<file path="config.mk">
export PLATFORM = sky130hd
export DESIGN_NAME = btk_cell
export DESIGN_NICKNAME = d
export VERILOG_FILES = /design/src/rtl/bounded_top_k_smallest_tracker_core_assert.svh /design/src/rtl/btk_pkg.sv /design/src/rtl/btk_cell.sv
export SDC_FILE = /design/constraint.sdc
export NUM_CORES = 1
export LEC_CHECK = 0
export ABC_AREA = 1
export BUFFER_PORTS_ARGS = -buffer_cell sky130_fd_sc_hd__clkbuf_2
export CORE_ASPECT_RATIO = 0.75
export CORE_MARGIN = 10
export CORE_UTILIZATION = 40
export DETAILED_ROUTE_END_ITERATION = 12
export HOLD_SLACK_MARGIN = 0.08
export PLACE_DENSITY_LB_ADDON = 0.3
export SYNTH_ARGS = -nofsm -noshare
export SYNTH_HDL_FRONTEND = slang
export SYNTH_SLANG_ARGS = --single-unit
</file>
<file path="constraint.sdc">
create_clock -name clk -period 4.3 [get_ports clk]
set_clock_uncertainty 0.2 [all_clocks]
set_input_delay 0.86 -clock clk [delete_from_list [all_inputs] [get_ports clk]]
set_output_delay 0.86 -clock clk [all_outputs]
set_load 0.01 [all_outputs]
</file>
<file path="src/rtl/bounded_top_k_smallest_tracker_core_assert.svh">
// Assertion macros for the bounded top-k smallest tracker.
`ifndef BOUNDED_TOP_K_SMALLEST_TRACKER_CORE_ASSERT_SVH
`define BOUNDED_TOP_K_SMALLEST_TRACKER_CORE_ASSERT_SVH
`ifndef SYNTHESIS
`define BTK_ASSERT_SAME(label, clock, reset, ante, cons) \
  label: assert property (@(posedge clock) disable iff (reset) (ante) |-> (cons)) \
    else $error("assertion failed");
`define BTK_ASSERT_NEXT(label, clock, reset, ante, cons) \
  label: assert property (@(posedge clock) disable iff (reset) (ante) |=> (cons)) \
    else $error("assertion failed");
`else
`define BTK_ASSERT_SAME(label, clock, reset, ante, cons)
`define BTK_ASSERT_NEXT(label, clock, reset, ante, cons)
`endif
`endif

</file>
<file path="src/rtl/btk_pkg.sv">
// Shared types and constants for the bounded top-k smallest tracker.
package btk_pkg;

  localparam int Capacity = 64;
  localparam int ValueW   = 32;
  localparam int CountW   = 7;

  localparam logic CmdInsert = 1'b0;
  localparam logic CmdQuery  = 1'b1;

  typedef logic signed [ValueW-1:0] value_t;

  typedef struct packed {
    logic   insert;
    logic   rotate;
    value_t ins_value;
  } cell_ctrl_t;

endpackage

</file>
<file path="src/rtl/btk_cell.sv">
// One cell of the sorted value chain: sorted insert and ring rotation.
module btk_cell (
  input  logic                clk,
  input  btk_pkg::cell_ctrl_t ctrl,
  input  logic                valid,
  input  logic                wrap,
  input  logic                prev_lt,
  input  btk_pkg::value_t     prev_value,
  input  btk_pkg::value_t     next_value,
  input  btk_pkg::value_t     head_value,
  output btk_pkg::value_t     value,
  output logic                lt
);

  assign lt = !valid || (ctrl.ins_value < value);

  always_ff @(posedge clk) begin
    if (ctrl.insert && lt) begin
      value <= prev_lt ? prev_value : ctrl.ins_value;
    end else if (ctrl.rotate) begin
      value <= wrap ? head_value : next_value;
    end
  end

endmodule
</file>
==> out/metrics.yaml, run 1 <==
synthesis:
  seq_area_frac_synth_pct: 31.6
  ys_seq_elements: 32
  synthTopCellsByArea: "edfxtp_1 (32%), mux2_2 (23%), ha_1 (13%)"
  synth_top_area_share_pct: 31.6
  syn_avg_cell_area_sq_um: 8.65
  synth_nets: 517
  netlist_instances: 352
  synth_most_common_cell: "nand2_1"
  ys_async_sr_fraction_pct: 0
  ys_types: 21
  syn_area_sq_mm: 0.00305
  synth.largest_area_cell: "edfxtp_1"
  ys_top_cells_by_count: "nand2_1 (97), mux2_2 (63), inv_1 (41)"
  synth_edf_count: 32
  synth_flop_cell: "edfxtp_1"
  yosysWarnings: 0
cells_and_area:
  syn_to_final_growth_pct: 31.5
  area.sequential_sq_um: 961
  multi_input_area_sq_mm: 0.00183
  drive_gt1_share_pct: 47.6
  reg.largest.list: "value (32)"
  antenna_cells: 0
  regMostFlops: "value"
  fin_nets: 675
  design_area_sq_mm: 0.00401
  largest_register_ffs: 32
  fillers: 722
  instances_no_fill: 612
cts:
  post_cts_buffers: 0
  cts-htree-levels: 2
  cts_resized: 0
  cts.sinks: 32
  ctsHoldBuffers: 0
  insertion_delay_ps: 280
  cts_made_buffers: 5
  cts.clk_slew.worst_paths_ps: 70
  cts_root_buffer: "clkbuf_8"
  tritoncts: "done"
  cts_buffer_depth: 2
timing:
  timing.final.crit_share_pct: 80.1
  finalSetupViolCount: 0
  worstMarginPinSlew_ps: 896
  setup-tns-final_ps: 0
  rsz0062_at_grt: "no"
  max_freq_mhz: 290
  slew_headroom_pct: 40.3
  drv_slew: 0
  finalHoldViolCount: 0
  min_period_ps: 3440
route:
  dr_total_vias: 2984
  drt_first_pass_iters: 4
  routed_wl_um: 9980
  drc: 0
  vias_per_cell: 4.88
  antenna_left: 0
  drt_iter0_markers: 116
  post_drt_wl_per_cell_um: 16.3
grt:
  grt_pass1_wl_um: 15800
  grt_use_total_pct: 16.7
  antenna_found_initial: 0
  grt_pass1_vias: 3202
  grt_max_degree: 34
  overflow: 0
run:
  drv_cap: 0
die:
  pin_count: 167
  die_h_um: 95.6
  die_w_um: 121
  num_rows: 27
  die_area_sq_mm: 0.0115
  start_util_pct: 41.4
  core_area_sq_mm: 0.00736
placed_design:
  io_buffer_count: 166
  placed_area_sq_mm: 0.00392
  dp.cells: 604
  hpwl_um: 8100
  gp_congestion: 0.794
min_path:
  hold_class: "in2reg"
setup_path:
  cp_max_fo: 15
  crit_required_ps: 3240
  cp-end-kind: "primary output"
  cp.arrival_ps: 2380
  critical_path_class: "in2out"
  cp-start-kind: "input pin"
status:
  run_status: "complete, no violations"
power:
  p_leak_nw: 2.20
  total_power_w: 0.00117
  ir_drop_uv: 118
  p_per_area_mw_per_mm2: 292
==> through the flow <==
stage	setup WS, ps	hold WS, ps	util [%]
3_3_place_gp	800	1050	53.3
2_1_floorplan	920	940	-
6_report	857	774	54.4
4_1_cts	858	766	54.4
3_5_place_dp	779	1060	53.3
5_1_grt	663	778	54.4
==> path summary, 6_finish.rpt <==
path         cells after the start  slack (ps)        end            from
max                             11         860         lt        ctrl[27]
min                              4         770  value[21]  head_value[21]
max reg2reg                     14        1330   value[3]        value[5]
min reg2reg                      6        1110  value[15]       value[31]
==> area by class of cell <==
cell class                      instances  share of cell area [%]
Sequential cell                        32                    24.0
Clock buffer                            5                    1.72
Timing Repair Buffer                  169                    21.3
Clock inverter                          3                   0.344
Inverter                               41                    3.84
Tap cell                              101                    3.16
Multi-Input combinational cell        261                    45.6
==> layer usage <==
layer | track usage, % | share of wire, % | up-vias
met5 | 0 | 0 | -
met4 | 2.20 | 0.25 | 0
met3 | 6.55 | 9.5 | 2
met2 | 29.4 | 48 | 111
met1 | 19.3 | 43 | 1365
li1 | - | - | 1506
==> cell usage in the layout (no fill, tap or decap) <==
master and n:
inv_1 41, nand3_4 1, o21ai_0 5, nor2_1 10, nand3_1 36, clkinv_2 2
a21oi_2 1, edfxtp_1 32, clkbuf_2 166, buf_4 3, nand4_1 1, ha_1 31
nand2_1 97, clkinv_1 1, clkbuf_8 5, nor3_1 1, nand2_4 1, nor3_2 1
mux2_2 63, a21oi_1 13
==> critical path, cell delays in order <==
cell,delay (ps)
clkbuf_2,90
ha_1,290
a21oi_1,160
o21ai_0,100
nand2_1,70
nand3_1,110
a21oi_2,140
nand2_1,70
nand2_1,90
nand3_4,190
clkbuf_2,210
==> report_power, final <==
part | total [W] | internal (W) | switching [W]
clock | 0.000224 | 0.000110 | 0.000114
combinational | 0.000500 | 0.000219 | 0.000281
sequential | 0.000446 | 0.000417 | 0.0000292
==> logic make-up after synthesis <==
family                   Yosys count  share of synthesized area, %
AO/OA/AOI/OAI                     19                          3.25
adder cells (fa/ha/maj)           31                          12.7
buffers and inverters             59                          8.42
flip-flops                        32                          31.6
multiplexers                      63                          23.3
AND/OR/NAND/NOR                  148                          20.7
No activity file was read; power rests on OpenSTA's default activity.
==> run 2, diff against run 1 <==
- clock period: 4.3 -> 2.95 ns (I/O delays scaled with it)
==> out/metrics.yaml, run 2 (synthesized netlist as in run 1, its figures left out) <==
grt:
  grt_max_degree: 34
  grt_pass1_vias: 3271
  antenna_found_initial: 0
  grt_use_total_pct: 16.8
  overflow: 0
  grt_pass1_wl_um: 15700
timing:
  max_freq_mhz: 358
  finalSetupViolCount: 0
  finalHoldViolCount: 0
  setup-tns-final_ps: 0
  worstMarginPinSlew_ps: 903
  min_period_ps: 2790
  rsz0062_at_grt: "no"
  drv_slew: 0
  slew_headroom_pct: 39.8
  timing.final.crit_share_pct: 94.6
setup_path:
  cp-start-kind: "register"
  crit_chain: "inv_1 > ha_1 > a21oi_1 > nor2_1 > nor3_2 > nand2_1 > nand2_1 > nand2_1 > nand2_1 > nand2_1 > nand2_1 > nand3_4 > clkbuf_2"
  path_common_cell: "nand2_1"
  cp.arrival_ps: 2000
  cp_max_fo: 4
  max_stage_delay_ps: 410
  critical_path_class: "reg2out"
  critPathLaunch: "value[5]"
  r2r-start: "value[5]"
  crit_path_top_delay_cell: "edfxtp_1"
  ff2ff_path_depth: 15
  crit_required_ps: 2160
  cp-end-kind: "primary output"
cells_and_area:
  instances_no_fill: 620
  area.sequential_sq_um: 961
  regMostFlops: "value"
  final_cell_mix: "clkbuf_2 (166), nand2_1 (96), mux2_2 (63)"
  antenna_cells: 0
  final_common_cell: "clkbuf_2"
  reg.largest.list: "value (32)"
  fin_nets: 684
  fillers: 756
  drive_gt1_share_pct: 49.3
  syn_to_final_growth_pct: 35.0
  largest_register_ffs: 32
  multi_input_area_sq_mm: 0.00186
die:
  die_area_sq_mm: 0.0115
  start_util_pct: 41.4
  num_rows: 27
  pin_count: 167
  core_area_sq_mm: 0.00736
  die_h_um: 95.6
  die_w_um: 121
placed_design:
  dp.cells: 610
  gp_congestion: 0.812
  io_buffer_count: 166
  hpwl_um: 8470
min_path:
  hold_class: "in2reg"
  hp-start: "next_value[28]"
  hold_depth: 4
cts:
  cts.sinks: 32
  cts_buffer_depth: 2
  insertion_delay_ps: 280
  cts.clk_slew.worst_paths_ps: 70
  cts-htree-levels: 2
  cts_made_buffers: 5
  cts_root_buffer: "clkbuf_8"
  tritoncts: "done"
status:
  run_status: "complete, no violations"
power:
  p_per_area_mw_per_mm2: 424
  p_leak_nw: 2.24
  ir_drop_uv: 197
route:
  drt_iter0_markers: 124
  routed_wl_um: 10300
  drt_first_pass_iters: 4
  vias_per_cell: 4.88
  dr_total_vias: 3027
  antenna_left: 0
  post_drt_wl_per_cell_um: 16.5
  drc: 0
run:
  drv_cap: 0
-- run 2: worst paths after layout --
check / to / slack [ps]
worst max-delay path: lt / 160
worst min-delay path: value[28] / 500
worst max register to register: value[12] / 500
worst min register to register: value[28] / 1130
-- run 2: cell type report --
cell class              count  share of cell area [%]
clock buffers               5                    1.67
clock inverters             2                   0.183
inverters                  41                    3.74
multi-input cells         261                    45.3
flip-flops and latches     32                    23.4
well taps                 101                    3.07
repair buffers            178                    22.7
-- run 2: timing repair --
action	4_1_cts	5_1_grt
hold buffers	0	0
endpoints found under the setup margin	0	1
resized for setup	0	6
setup buffers	0	3
-- run 2: critical path: cells and delay by family (launching register included) --
family                   cells  cell delay (ps)
buffers and inverters        2              240
adder cells (fa/ha/maj)      1              240
flip-flops                   1              410
AND/OR/NAND/NOR              9              670
AO/OA/AOI/OAI                1              160
-- run 2: metal layers --
metal | vias up | wire length (um) | track usage, %
li1 | 1518 | - | -
met1 | 1370 | 4280 | 19.2
met2 | 132 | 4820 | 29.2
met3 | 7 | 1070 | 7.02
met4 | 0 | 74 | 3.41
met5 | - | 0 | 0
-- run 2: power by group --
group / switching (W) / total, W / internal, W / leakage (nW)
combinational: 0.000426 / 0.000776 / 0.000350 / 1.87
sequential: 0.0000430 / 0.000651 / 0.000608 / 0.328
clock: 0.000161 / 0.000317 / 0.000156 / 0.0391
total: 0.000630 / 0.00174 / 0.00111 / 2.24
-- run 2: metrics by stage --
| stage | hold WS, ps | util [%] | setup WS (ps) | power (W) | area [sq um] |
|---|---|---|---|---|---|
| finish | 503 | 55.8 | 160 | 0.00174 | 4110 |
| global route | 508 | 55.8 | 2.88 | 0.00188 | 4110 |
| CTS | 494 | 55.1 | 106 | 0.00174 | 4060 |
| detailed placement | 790 | 54.1 | 137 | 0.00142 | 3980 |
| global placement | 782 | 54.1 | 122 | 0.00139 | 3980 |
| floorplan | 694 | - | 147 | 0.00112 | 3050 |
